### config.mk
export PLATFORM = sky130hd
export DESIGN_NAME = http_header_field_locator
export DESIGN_NICKNAME = d
export VERILOG_FILES = /design/src/hdl/hhfl_pkg.sv /design/src/hdl/hhfl_prefix_match.sv /design/src/hdl/hhfl_core.sv /design/src/hdl/http_header_field_locator.sv
export SDC_FILE = /design/constraint.sdc
export NUM_CORES = 1
export LEC_CHECK = 0
export ABC_AREA = 1
export BUFFER_PORTS_ARGS = -buffer_cell sky130_fd_sc_hd__buf_2
export CAP_MARGIN = 5
export CORE_MARGIN = 2
export CORE_UTILIZATION = 28
export DETAILED_ROUTE_END_ITERATION = 8
export GPL_ROUTABILITY_DRIVEN = 0
export SKIP_LAST_GASP = 1
export SYNTH_ARGS = -nofsm -noshare
export SYNTH_HDL_FRONTEND = slang
export SYNTH_SLANG_ARGS = --single-unit
### constraint.sdc
create_clock -name clock -period 17.3 [get_ports clock]
set_clock_uncertainty 0.2 [all_clocks]
set_input_delay 0 -clock clock [delete_from_list [all_inputs] [get_ports clock]]
set_output_delay 0 -clock clock [all_outputs]
set_load 0.02 [all_outputs]
### src/hdl/hhfl_pkg.sv
`default_nettype none
package hhfl_pkg;

   localparam longint unsigned MAX_MESSAGE_BYTES = 64'd65536;
   // highest byte position that the 16-bit counters hold
   localparam logic [15:0] POS_LIMIT =
      ((MAX_MESSAGE_BYTES - 64'd1) > 64'hFFFF) ? 16'hFFFF : 16'(MAX_MESSAGE_BYTES - 64'd1);

   localparam int KIND_COUNT  = 11;
   localparam int MAX_PAT_LEN = 19;

   localparam logic [3:0] KIND_HOST    = 4'd0;
   localparam logic [3:0] KIND_CTYPE   = 4'd1;
   localparam logic [3:0] KIND_ACCEPT  = 4'd2;
   localparam logic [3:0] KIND_REFERER = 4'd3;
   localparam logic [3:0] KIND_AGENT   = 4'd4;
   localparam logic [3:0] KIND_CLIENT  = 4'd5;
   localparam logic [3:0] KIND_CENC    = 4'd6;
   localparam logic [3:0] KIND_TENC    = 4'd7;
   localparam logic [3:0] KIND_CLEN    = 4'd8;
   localparam logic [3:0] KIND_COOKIE  = 4'd9;
   localparam logic [3:0] KIND_SESSION = 4'd10;
   localparam logic [3:0] KIND_END     = 4'd11;
   localparam logic [3:0] KIND_TRUNC   = 4'd12;

   localparam logic [4:0] COL_MAX        = 5'd31;
   localparam logic [4:0] COL_HOST_SPACE = 5'd5;
   localparam logic [4:0] COL_BLANK      = 5'd1;
   localparam logic [4:0] COL_FOLD_A     = 5'd0;
   localparam logic [4:0] COL_FOLD_B     = 5'd8;

   localparam logic [7:0] CHAR_CR    = 8'h0D;
   localparam logic [7:0] CHAR_LF    = 8'h0A;
   localparam logic [7:0] CHAR_SPACE = 8'h20;
   localparam logic [7:0] FOLD_MASK  = 8'hDF;

   // prefixes right-justified, first character in the highest used byte
   localparam logic [MAX_PAT_LEN*8-1:0] PAT_TEXT [KIND_COUNT] = '{
      "Host:",
      "Content-Type: ",
      "Accept: ",
      "Referer: ",
      "User-Agent: ",
      "User-Client: ",
      "Content-Encoding: ",
      "Transfer-Encoding: ",
      "Content-Length: ",
      "Cookie: ",
      "X-Session-Type: "
   };

   localparam logic [4:0] PAT_LEN [KIND_COUNT] = '{
      5'd5, 5'd14, 5'd8, 5'd9, 5'd12, 5'd13, 5'd18, 5'd19, 5'd16, 5'd8, 5'd16
   };

   localparam logic [4:0] PAT_NEED [KIND_COUNT] = '{
      5'd6, 5'd14, 5'd8, 5'd9, 5'd12, 5'd13, 5'd18, 5'd19, 5'd16, 5'd8, 5'd16
   };

   localparam logic PAT_FOLD [KIND_COUNT] = '{
      1'b0, 1'b1, 1'b0, 1'b0, 1'b0, 1'b0, 1'b0, 1'b0, 1'b1, 1'b0, 1'b0
   };

   typedef struct packed {
      logic        valid;
      logic [3:0]  kind;
      logic [15:0] offset;
      logic [15:0] length;
   } hhfl_result_type;

   function automatic logic [7:0] pat_char(input int k, input logic [4:0] col);
      int idx;
      idx = int'(PAT_LEN[k]) - 1 - int'(col);
      if (idx < 0) begin
         return 8'h00;
      end
      return PAT_TEXT[k][idx*8 +: 8];
   endfunction

endpackage
`default_nettype wire

### src/hdl/hhfl_prefix_match.sv
`default_nettype none
module hhfl_prefix_match (
   input  wire logic [7:0]                     data_byte,
   input  wire logic [4:0]                     column,
   output logic      [hhfl_pkg::KIND_COUNT-1:0] mismatch
);
   import hhfl_pkg::*;

   // one compare per prefix against the character at this column
   always_comb begin
      for (int k = 0; k < KIND_COUNT; k++) begin
         if (PAT_FOLD[k] && (column == COL_FOLD_A || column == COL_FOLD_B)) begin
            mismatch[k] = (column < PAT_LEN[k]) &&
                          ((data_byte & FOLD_MASK) != pat_char(k, column));
         end else begin
            mismatch[k] = (column < PAT_LEN[k]) && (data_byte != pat_char(k, column));
         end
      end
   end

endmodule
`default_nettype wire

### src/hdl/hhfl_core.sv
`default_nettype none
module hhfl_core (
   input  wire logic                   clock,
   input  wire logic                   reset,
   input  wire logic                   fire,
   input  wire logic [7:0]             data_byte,
   input  wire logic                   last_byte,
   output hhfl_pkg::hhfl_result_type   result
);
   import hhfl_pkg::*;

   localparam logic [KIND_COUNT-1:0] ALL_ALIVE = {KIND_COUNT{1'b1}};

   logic [15:0]           pos_ff, pos_in;
   logic [15:0]           line_start_ff, line_start_in;
   logic [4:0]            col_ff, col_in;
   logic [KIND_COUNT-1:0] alive_ff, alive_in;
   logic                  host_space_ff, host_space_in;
   logic                  prev_cr_ff, prev_cr_in;
   logic                  done_ff, done_in;

   logic [KIND_COUNT-1:0] mismatch;
   logic [15:0]           pos_next;
   logic [15:0]           cr_pos;
   logic [15:0]           line_len;
   logic                  found;
   logic [3:0]            sel;
   logic [4:0]            skip;

   hhfl_prefix_match u_match (
      .data_byte (data_byte),
      .column    (col_ff),
      .mismatch  (mismatch)
   );

   always_comb begin
      pos_next = (pos_ff >= POS_LIMIT) ? POS_LIMIT : pos_ff + 16'd1;
      cr_pos   = (pos_ff != 16'd0) ? pos_ff - 16'd1 : 16'd0;
      line_len = (cr_pos >= line_start_ff) ? cr_pos - line_start_ff : 16'd0;

      // first live prefix in priority order whose line is long enough
      found = 1'b0;
      sel   = KIND_HOST;
      for (int k = 0; k < KIND_COUNT; k++) begin
         if (!found && alive_ff[k] && (line_len > {11'd0, PAT_NEED[k]})) begin
            found = 1'b1;
            sel   = 4'(k);
         end
      end
      skip = PAT_LEN[sel] + {4'd0, (sel == KIND_HOST) && host_space_ff};

      pos_in        = pos_next;
      line_start_in = line_start_ff;
      col_in        = col_ff;
      alive_in      = alive_ff;
      host_space_in = host_space_ff;
      prev_cr_in    = prev_cr_ff;
      done_in       = done_ff;
      result        = '0;

      if (!done_ff) begin
         if (data_byte == CHAR_LF && prev_cr_ff) begin
            if (col_ff == COL_BLANK) begin
               done_in       = 1'b1;
               result.valid  = 1'b1;
               result.kind   = KIND_END;
               result.offset = pos_next;
            end else if (found) begin
               result.valid  = 1'b1;
               result.kind   = sel;
               result.offset = line_start_ff + {11'd0, skip};
               result.length = line_len - {11'd0, skip};
            end
            line_start_in = pos_next;
            col_in        = 5'd0;
            alive_in      = ALL_ALIVE;
            host_space_in = 1'b0;
            prev_cr_in    = 1'b0;
         end else begin
            alive_in = alive_ff & ~mismatch;
            if (col_ff == COL_HOST_SPACE) begin
               host_space_in = (data_byte == CHAR_SPACE);
            end
            col_in     = (col_ff < COL_MAX) ? col_ff + 5'd1 : COL_MAX;
            prev_cr_in = (data_byte == CHAR_CR);
         end
      end

      if (last_byte) begin
         if (!done_in) begin
            result.valid  = 1'b1;
            result.kind   = KIND_TRUNC;
            result.offset = line_start_in;
            result.length = 16'd0;
         end
         pos_in        = 16'd0;
         line_start_in = 16'd0;
         col_in        = 5'd0;
         alive_in      = ALL_ALIVE;
         host_space_in = 1'b0;
         prev_cr_in    = 1'b0;
         done_in       = 1'b0;
      end
   end

   always_ff @(posedge clock) begin
      if (reset) begin
         pos_ff        <= 16'd0;
         line_start_ff <= 16'd0;
         col_ff        <= 5'd0;
         alive_ff      <= ALL_ALIVE;
         host_space_ff <= 1'b0;
         prev_cr_ff    <= 1'b0;
         done_ff       <= 1'b0;
      end else if (fire) begin
         pos_ff        <= pos_in;
         line_start_ff <= line_start_in;
         col_ff        <= col_in;
         alive_ff      <= alive_in;
         host_space_ff <= host_space_in;
         prev_cr_ff    <= prev_cr_in;
         done_ff       <= done_in;
      end
   end

   a_cr_needs_column: assert property (@(posedge clock) disable iff (reset)
      prev_cr_ff |-> (col_ff != 5'd0))
      else $error("cr flag set on an empty line");

   a_host_space_column: assert property (@(posedge clock) disable iff (reset)
      host_space_ff |-> (col_ff > COL_HOST_SPACE))
      else $error("host space flag set before its column");

   a_last_resets: assert property (@(posedge clock) disable iff (reset)
      (fire && last_byte) |=> (pos_ff == 16'd0 && !done_ff && alive_ff == ALL_ALIVE))
      else $error("state not cleared after last byte");

endmodule
`default_nettype wire

### src/hdl/http_header_field_locator.sv
// data path: a transferred byte waits in the input register, then one pass of
// prefix compare loads its result into the result register that drives rsp
// throughput: one byte per cycle unless rsp stalls, zero or one result per byte
// reset: synchronous, active high; clears the parser state and both valid flags
`default_nettype none
module http_header_field_locator (
   input  wire logic        clock,
   input  wire logic        reset,
   // byte channel
   input  wire logic        req_tvalid,
   output logic             req_tready,
   input  wire logic [7:0]  req_tdata,   // data_byte[7:0]
   input  wire logic        req_tlast,   // last_byte
   // result channel
   output logic             rsp_tvalid,
   input  wire logic        rsp_tready,
   output logic [31:0]      rsp_tdata,   // value_offset[15:0], value_length[31:16]
   output logic [3:0]       rsp_tuser    // header_kind[3:0]
);
   import hhfl_pkg::*;

   // input register
   logic       in_valid_ff, in_valid_in;
   logic [7:0] in_byte_ff;
   logic       in_last_ff;

   // result register
   logic        rsp_valid_ff, rsp_valid_in;
   logic [3:0]  rsp_kind_ff;
   logic [15:0] rsp_offset_ff;
   logic [15:0] rsp_length_ff;

   logic            out_free;   // result register empty or draining this cycle
   logic            fire;       // held byte goes through the parser
   logic            req_xfer;
   hhfl_result_type core_res;

   assign out_free   = !rsp_valid_ff || rsp_tready;
   assign fire       = in_valid_ff && out_free;
   assign req_tready = !in_valid_ff || out_free;
   assign req_xfer   = req_tvalid && req_tready;

   hhfl_core u_core (
      .clock     (clock),
      .reset     (reset),
      .fire      (fire),
      .data_byte (in_byte_ff),
      .last_byte (in_last_ff),
      .result    (core_res)
   );

   always_comb begin
      // a new byte refills the input register, otherwise it empties on fire
      if (req_xfer) begin
         in_valid_in = 1'b1;
      end else if (fire) begin
         in_valid_in = 1'b0;
      end else begin
         in_valid_in = in_valid_ff;
      end
      // a waiting result holds until its transfer
      rsp_valid_in = out_free ? (fire && core_res.valid) : 1'b1;
   end

   always_ff @(posedge clock) begin
      if (reset) begin
         in_valid_ff  <= 1'b0;
         rsp_valid_ff <= 1'b0;
      end else begin
         in_valid_ff  <= in_valid_in;
         rsp_valid_ff <= rsp_valid_in;
      end
   end

   // payload registers, no reset
   always_ff @(posedge clock) begin
      if (req_xfer) begin
         in_byte_ff <= req_tdata;
         in_last_ff <= req_tlast;
      end
      if (fire && core_res.valid) begin
         rsp_kind_ff   <= core_res.kind;
         rsp_offset_ff <= core_res.offset;
         rsp_length_ff <= core_res.length;
      end
   end

   assign rsp_tvalid = rsp_valid_ff;
   assign rsp_tdata  = {rsp_length_ff, rsp_offset_ff};
   assign rsp_tuser  = rsp_kind_ff;

   a_stall_holds_byte: assert property (@(posedge clock) disable iff (reset)
      (in_valid_ff && !out_free) |=> (in_valid_ff && $stable(in_byte_ff) && $stable(in_last_ff)))
      else $error("held byte lost during result stall");

   a_result_from_fire: assert property (@(posedge clock) disable iff (reset)
      (!rsp_valid_ff && !fire) |=> !rsp_valid_ff)
      else $error("result appeared without a parsed byte");

   a_trunc_on_last: assert property (@(posedge clock) disable iff (reset)
      (fire && core_res.valid && core_res.kind == KIND_TRUNC) |-> in_last_ff)
      else $error("truncated result on a byte that is not last");

endmodule
`default_nettype wire

# ---- Word-level counts from Yosys, hierarchy flattened
# Memory sizes are Yosys's and may differ from the RTL's.
# Index checks and enable logic that the tools add are counted.
dict set report word_totals {
  ff_bits 98
  mem_bits_ro 80
  in_bits 13
  n_memories 1
}
dict set report op_classes {
  addsub 16
  magnitude_cmp 31
  n_eq_ne 20
  shift 11
  n_mux 99
  bitwise 3
  n_reduce_logical 61
}
# name words word_bits rd rd_ports_with_merged_regs wr line
set memory_table {}
lappend memory_table {{(no name shown)} 16 5 1 0 0 hhfl_core.sv:50} ;# skip = PAT_LEN[sel] + {4'd0, (sel == KIND_HOST) && host_space_ff};
# op count
set op_table {}
lappend op_table {{indexed part select 152 x 9 -> 8 bit, first input constant} 11}
lappend op_table {{two-way mux 8 bit} 26}
lappend op_table {{two-way mux 37 bit} 5}
lappend op_table {{two-way mux 16 bit} 8}
lappend op_table {{!= test 8 bit} 13}
lappend op_table {{greater-than comparator 16 x 4 -> 1 bit, second input constant} 5}
lappend op_table {{< comparator 6 x 1 -> 1 bit, second input constant} 9}
lappend op_table {{greater-than comparator 16 x 5 -> 1 bit, second input constant} 3}
lappend op_table {{two-way mux 1 bit} 41}
lappend op_table {{logical AND 1 bit} 39}
lappend op_table {{two-way mux 11 bit} 3}
lappend op_table {{two-way mux 5 bit} 6}
lappend op_table {{subtractor 4 x 5 -> 6 bit, first input constant} 5}
lappend op_table {{< comparator 5 x 4 -> 1 bit, second input constant} 5}
lappend op_table {{two-way mux 21 bit} 1}
lappend op_table {{< comparator 5 bit, second input constant} 4}
lappend op_table {{adder 16 x 1 -> 16 bit, second input constant} 1}
lappend op_table {{adder 16 x 5 -> 16 bit} 1}
lappend op_table {{equality test 8 x 4 -> 1 bit, second input constant} 2}
lappend op_table {{>= comparator 16 bit} 1}
lappend op_table {{>= comparator 16 bit, second input constant} 1}
lappend op_table {{greater-than comparator 16 x 3 -> 1 bit, second input constant} 1}
lappend op_table {{nonzero test 16 bit} 1}
lappend op_table {{subtractor 16 x 1 -> 16 bit, second input constant} 1}
lappend op_table {{27 further kinds} 48}

# ---- Logic depth before layout (Yosys ltp)
dict set report depth {
  depth_word 61
  ltp_mapped 66
}

# ---- By module
# Synthesis repeated with hierarchy kept, for this count alone.
dict set report unflattened {
  hier_cells 1848
  hier_area_um2 11204.5
}
# module n_inst cells_per_inst area_each_um2 seq_area_each_um2
set modules_own_cells {}
lappend modules_own_cells {hhfl_core 1 1058 6050.8 1021.0}
lappend modules_own_cells {hhfl_prefix_match 1 727 3693.5 0.0}
lappend modules_own_cells {http_header_field_locator 1 63 1460.2 1391.3}

# ---- Worst setup path after synthesis
# OpenSTA, ideal clock, no wires.
dict set report synth_timing {
  path_type {reg-to-reg}
  from {reg u_core.pos_ff[0]}
  to {reg rsp_offset_ff[12], data pin}
  arrival_time_ns 7.557
  t_required_ns 16.843
  path_slack_ns 9.286
  path_stages_with_launch 56
  path_buffers 2
  synth_period_minus_slack_ns 8.014
  path_cell_list {dfxtp_1 -> inv_1 -> ha_1 -> nand3_1 -> nor2_1 -> inv_1 -> nor4_1 -> nand4_1 -> nor2_1 -> clkbuf_1 -> nor2_1 -> fa_1 -> nand2_1 -> nand2_1 -> nand3_2 -> nand3_1 -> nand2_2 -> nand2_4 -> (+20 left out) -> nor2_1 -> a211oi_1 -> nor2_1 -> inv_1 -> a21oi_1 -> inv_1 -> nor2_1 -> inv_1 -> nor2_1 -> inv_1 -> nor2_1 -> inv_1 -> nor2_1 -> inv_1 -> nor2_1 -> xor2_1 -> nand2_1 -> a32o_1}
}
# item line
set synth_lines {}
lappend synth_lines {{start, declared} hhfl_core.sv:14} ;# logic [15:0] pos_ff, pos_in;
lappend synth_lines {{start signal, assigned} hhfl_core.sv:116} ;# pos_ff <= pos_in;
lappend synth_lines {{end signal, assigned} http_header_field_locator.sv:83} ;# rsp_offset_ff <= core_res.offset;
lappend synth_lines {{end, declared} http_header_field_locator.sv:30} ;# logic [15:0] rsp_offset_ff;

==> out/summary.md <==
The fraction of layout instances using a drive strength above 1 is 8.95%. For this block, the via count after detailed routing is 11400. Maximum level of the CTS H-tree: 3.

After detailed routing, the number of vias per cell comes to 5.10. The share of the Yosys chip area taken by registers is 22.6%. TritonCTS built the clock tree. Once detail routing completed, the nets flagged for antenna violations numbered 0. In this run the post-CTS setup repair buffer count came out at 0. Setup repair after global routing left no endpoint under its margin. The via count of the first global-routing pass was 10600; the area added between synthesis and finish was 10.7%. After the first detailed-routing iteration, the DRC count stood at 1044.

The run gives 104 MHz as the fmax. After detailed routing, the total wire length is 34100 µm. Of all flip-flops after synthesis, the portion carrying an async set or reset was 0%. The number of max-cap violations came out at 0.

Number of input and output port buffers inserted: 50. In this run the deepest clock path goes through 2 buffers. The dominant synthesized flop cell is sky130_fd_sc_hd__dfxtp_1. The logs give 1770 for the net count after synthesis and 9 for the number of buffers created by CTS.

Row generation in the floorplan step produced 71 rows. During synthesis, Yosys emitted a total of 0 warnings. The tools report the global-route wire length before repair as 54700 µm. The multiplexer share of the synthesized area is 0%.

The logs give 1703 for the instance count of the mapped netlist and 5.43 nW for the leakage power figure. The number of hold-repair buffers added at the cts stage is 13, and the adder-cell area share of the yosys netlist is 6.55%. The sort of element at the start of the critical path is a flip-flop.

For the worst setup path, the data arrival time is 9.57 ns. Count of boundary I/O pins: 51. The min-delay analysis places its worst path in the category in2reg.

The tree is rooted in a sky130_fd_sc_hd__clkbuf_16. For the total power, the log shows 0.000731 W. In this run the worst path has a maximum fanout of 23. Most common library cell in the layout ignoring fill and taps: sky130_fd_sc_hd__nand2_1.

The sum of negative setup slack is 0 ns. The number of different library cells used by synthesis comes to 58. In the final routed layout, each cell accounts on average for 15.2 µm.

The initial utilization of the core area, before any placement, comes to 28.4%. The category of the worst setup path capture point is a flip-flop. Final count of pins violating max slew: 0. For the fill cell instance count of the final layout, the log shows 4091. After legalization and detailed placement, the total HPWL measured 26100 µm. Counting every sink on the clock net gives 98.

Of all cell types, the one taking the most synthesized area is sky130_fd_sc_hd__nand2_1. After floorplanning, the core was sized to cover 0.0376 mm². For the overflow left after global routing, the log shows 0. The run gives 0.0401 mV as the maximum resistive drop on vdd. DRC violation count after routing: 0.

The synthesized netlist devotes 19.0% of its cell area to compound gates. The share of synthesized cell area in and, or, nand and nor gates was 34.4%; the die outline width was 199 µm. The overall die height came out at 199 µm. The run finished with clean final reports.

For the synthesized area, the log shows 0.0107 mm². Averaged over all synthesized cells, the footprint is 6.26 µm². After synthesis, the cell types taking the most area are sky130_fd_sc_hd__nand2_1 (13%), sky130_fd_sc_hd__edfxtp_1 (13%), sky130_fd_sc_hd__dfxtp_1 (10%). STA puts the critical path data required time at 17.24 ns. The net count of the finished layout is 1793. Measured against its own limit, the worst slew margin works out to 39.1%.

Total count of hold-check failures in the final report: 0. Clock slew seen by the registers of the worst setup and hold paths: 0.08 ns. The run gives 43 as the maximum number of pins on one net before global-route repair. After Yosys synthesis, XOR and XNOR cells account for 6.08% of the synthesized area. The number of enable-type register cells in the synthesized netlist was 45. Setup violations remaining at the end of the flow were counted as 0. Hold is met by 0.0512 ns. Final period utilization: 55.7%.

The synthesized design devotes to its leading area cell type 13.2% of total area. The cell that appears most often on the critical path is sky130_fd_sc_hd__nand2_1. The time the final worst path needs with I/O delays and setup was 9.63 ns. For this design, the slowest cell found on the critical path is sky130_fd_sc_hd__nor2_1.

Counting flops and latches in the post-synthesis netlist gives 98. The worst setup path is of the reg2reg kind. At the pin with the least slew margin, the transition time is 0.911 ns.

The delay of the slowest critical-path stage was 0.62 ns. By area, the combinational part of the netlist is dominated by simple AND/OR/NAND/NOR gates. Before antenna repair, the detailed router went through 5 iterations. Gates resized during post-CTS repair numbered 0.

Global routing used 17.3% of the available tracks. The logs give 1 for the number of antenna violations at the first check in global routing and 0.38 ns for the worst-skew pair later-pin latency. Power spread over the standard cell area amounts to 61.9 mW/mm². The top cell types in the final layout, fill and taps aside, are sky130_fd_sc_hd__nand2_1 (376), sky130_fd_sc_hd__inv_1 (239), sky130_fd_sc_hd__nor2_1 (211).

The floorplan die area was 0.0397 mm².
==> power breakdown <==
part           leakage (nW)  switching [W]  internal (W)  total (W)
registers             0.884     0.00000662      0.000247   0.000253
clock network         0.142       0.000105      0.000102   0.000207
logic                  4.40       0.000185     0.0000857   0.000271
total                  5.43       0.000296      0.000434   0.000731
==> routing by layer <==
| metal | vias up | wire [µm] | part of all wire [%] | track usage [%] |
|---|---|---|---|---|
| met5 | - | 0 | 0 | 0 |
| met4 | 0 | 1170 | 3.4 | 7.68 |
| met3 | 83 | 2090 | 6.1 | 2.53 |
| met2 | 410 | 16000 | 47 | 29.0 |
| met1 | 5245 | 14800 | 43 | 21.9 |
| li1 | 5691 | - | - | - |
==> final timing paths <==
| kind | from | end | slack [ns] | cells past startpoint |
|---|---|---|---|---|
| worst min register to register | u_core.prev_cr_ff$_SDFFE_PP0P_ | u_core.prev_cr_ff$_SDFFE_PP0P_ | 0.27 | 2 |
| worst max-delay path | u_core.pos_ff[0]$_SDFFE_PP0P_ | rsp_offset_ff[15]$_DFFE_PP_ | 7.67 | 55 |
| worst min-delay path | reset | u_core.col_ff[0]$_SDFFE_PP0P_ | 0.05 | 2 |
| worst max register to register | u_core.pos_ff[0]$_SDFFE_PP0P_ | rsp_offset_ff[15]$_DFFE_PP_ | 7.67 | 55 |
==> per-stage QoR <==
step                      setup WS, ns  instance area, µm²  utilization, %  std cells
after floorplan                   9.29               10700               -       1703
after global placement            8.12               11400            30.3       2213
after detailed placement          7.77               11400            30.3       2213
after CTS                         7.75               11800            31.4       2242
after global routing              6.55               11800            31.4       2242
final                             7.67               11800            31.4       2243
==> kinds of logic after synthesis <==
kind of cell	after synthesis
compound gates	342
simple gates	819
fa+ha+maj	54
xor+xnor	74
flops	98
buf+inv	316
==> cells in the mapped netlist, types with 4 or more instances <==
master / count
sky130_fd_sc_hd__nand2_1: 376
sky130_fd_sc_hd__inv_1: 239
sky130_fd_sc_hd__nor2_1: 212
sky130_fd_sc_hd__o21ai_0: 122
sky130_fd_sc_hd__a21oi_1: 104
sky130_fd_sc_hd__nand3_1: 86
sky130_fd_sc_hd__xor2_1: 69
sky130_fd_sc_hd__dfxtp_1: 53
sky130_fd_sc_hd__clkbuf_1: 51
sky130_fd_sc_hd__ha_1: 51
sky130_fd_sc_hd__edfxtp_1: 45
sky130_fd_sc_hd__nand4_1: 37
sky130_fd_sc_hd__nor3_1: 30
sky130_fd_sc_hd__o211ai_1: 20
sky130_fd_sc_hd__nand2_2: 16
sky130_fd_sc_hd__inv_2: 13
sky130_fd_sc_hd__nor4_1: 13
sky130_fd_sc_hd__o22ai_1: 13
sky130_fd_sc_hd__o31ai_1: 11
sky130_fd_sc_hd__a31oi_1: 10
sky130_fd_sc_hd__nand3_2: 10
sky130_fd_sc_hd__a211oi_1: 9
sky130_fd_sc_hd__o21ai_1: 9
sky130_fd_sc_hd__nor2_2: 7
sky130_fd_sc_hd__o2111ai_1: 6
sky130_fd_sc_hd__buf_1: 5
sky130_fd_sc_hd__nand2_4: 5
sky130_fd_sc_hd__nor2_4: 5
sky130_fd_sc_hd__or2_2: 5
sky130_fd_sc_hd__xnor2_1: 5
sky130_fd_sc_hd__a2111oi_0: 4
sky130_fd_sc_hd__a21o_1: 4
sky130_fd_sc_hd__a22o_1: 4
sky130_fd_sc_hd__clkinv_1: 4
sky130_fd_sc_hd__nand3_4: 4
sky130_fd_sc_hd__nand3b_1: 4
sky130_fd_sc_hd__o221ai_1: 4
==> state kept, by name (all words and copies together) (netlist names) <==
register,count
in_byte_ff,8
in_last_ff,1
in_valid_ff,1
rsp_length_ff,16
rsp_offset_ff,16
rsp_tuser,4
rsp_tvalid,1
u_core.alive_ff,11
u_core.col_ff,5
u_core.done_ff,1
u_core.host_space_ff,1
u_core.line_start_ff,16
u_core.pos_ff,16
u_core.prev_cr_ff,1
==> final cells by class <==
cell class                 instances  area [µm²]  share of cell area, %
antenna                            1        2.50                 0.0212
clock buffer                       9         225                   1.91
clock inverter                     7        67.6                  0.572
inverter                         256         961                   8.14
multi-input combinational       1289        7050                   59.7
sequential                        98        2410                   20.4
tap                              511         639                   5.42
timing repair buffer              72         448                   3.79
==> critical path, delay by kind of cell, from the launching register on <==
family	cells	cell delay (ns)
fa+ha+maj	7	1.82
flops	1	0.33
buf+inv	8	0.71
simple gates	33	5.32
xor+xnor	1	0.23
compound gates	6	0.74
Power figures use the tool's default switching activity.
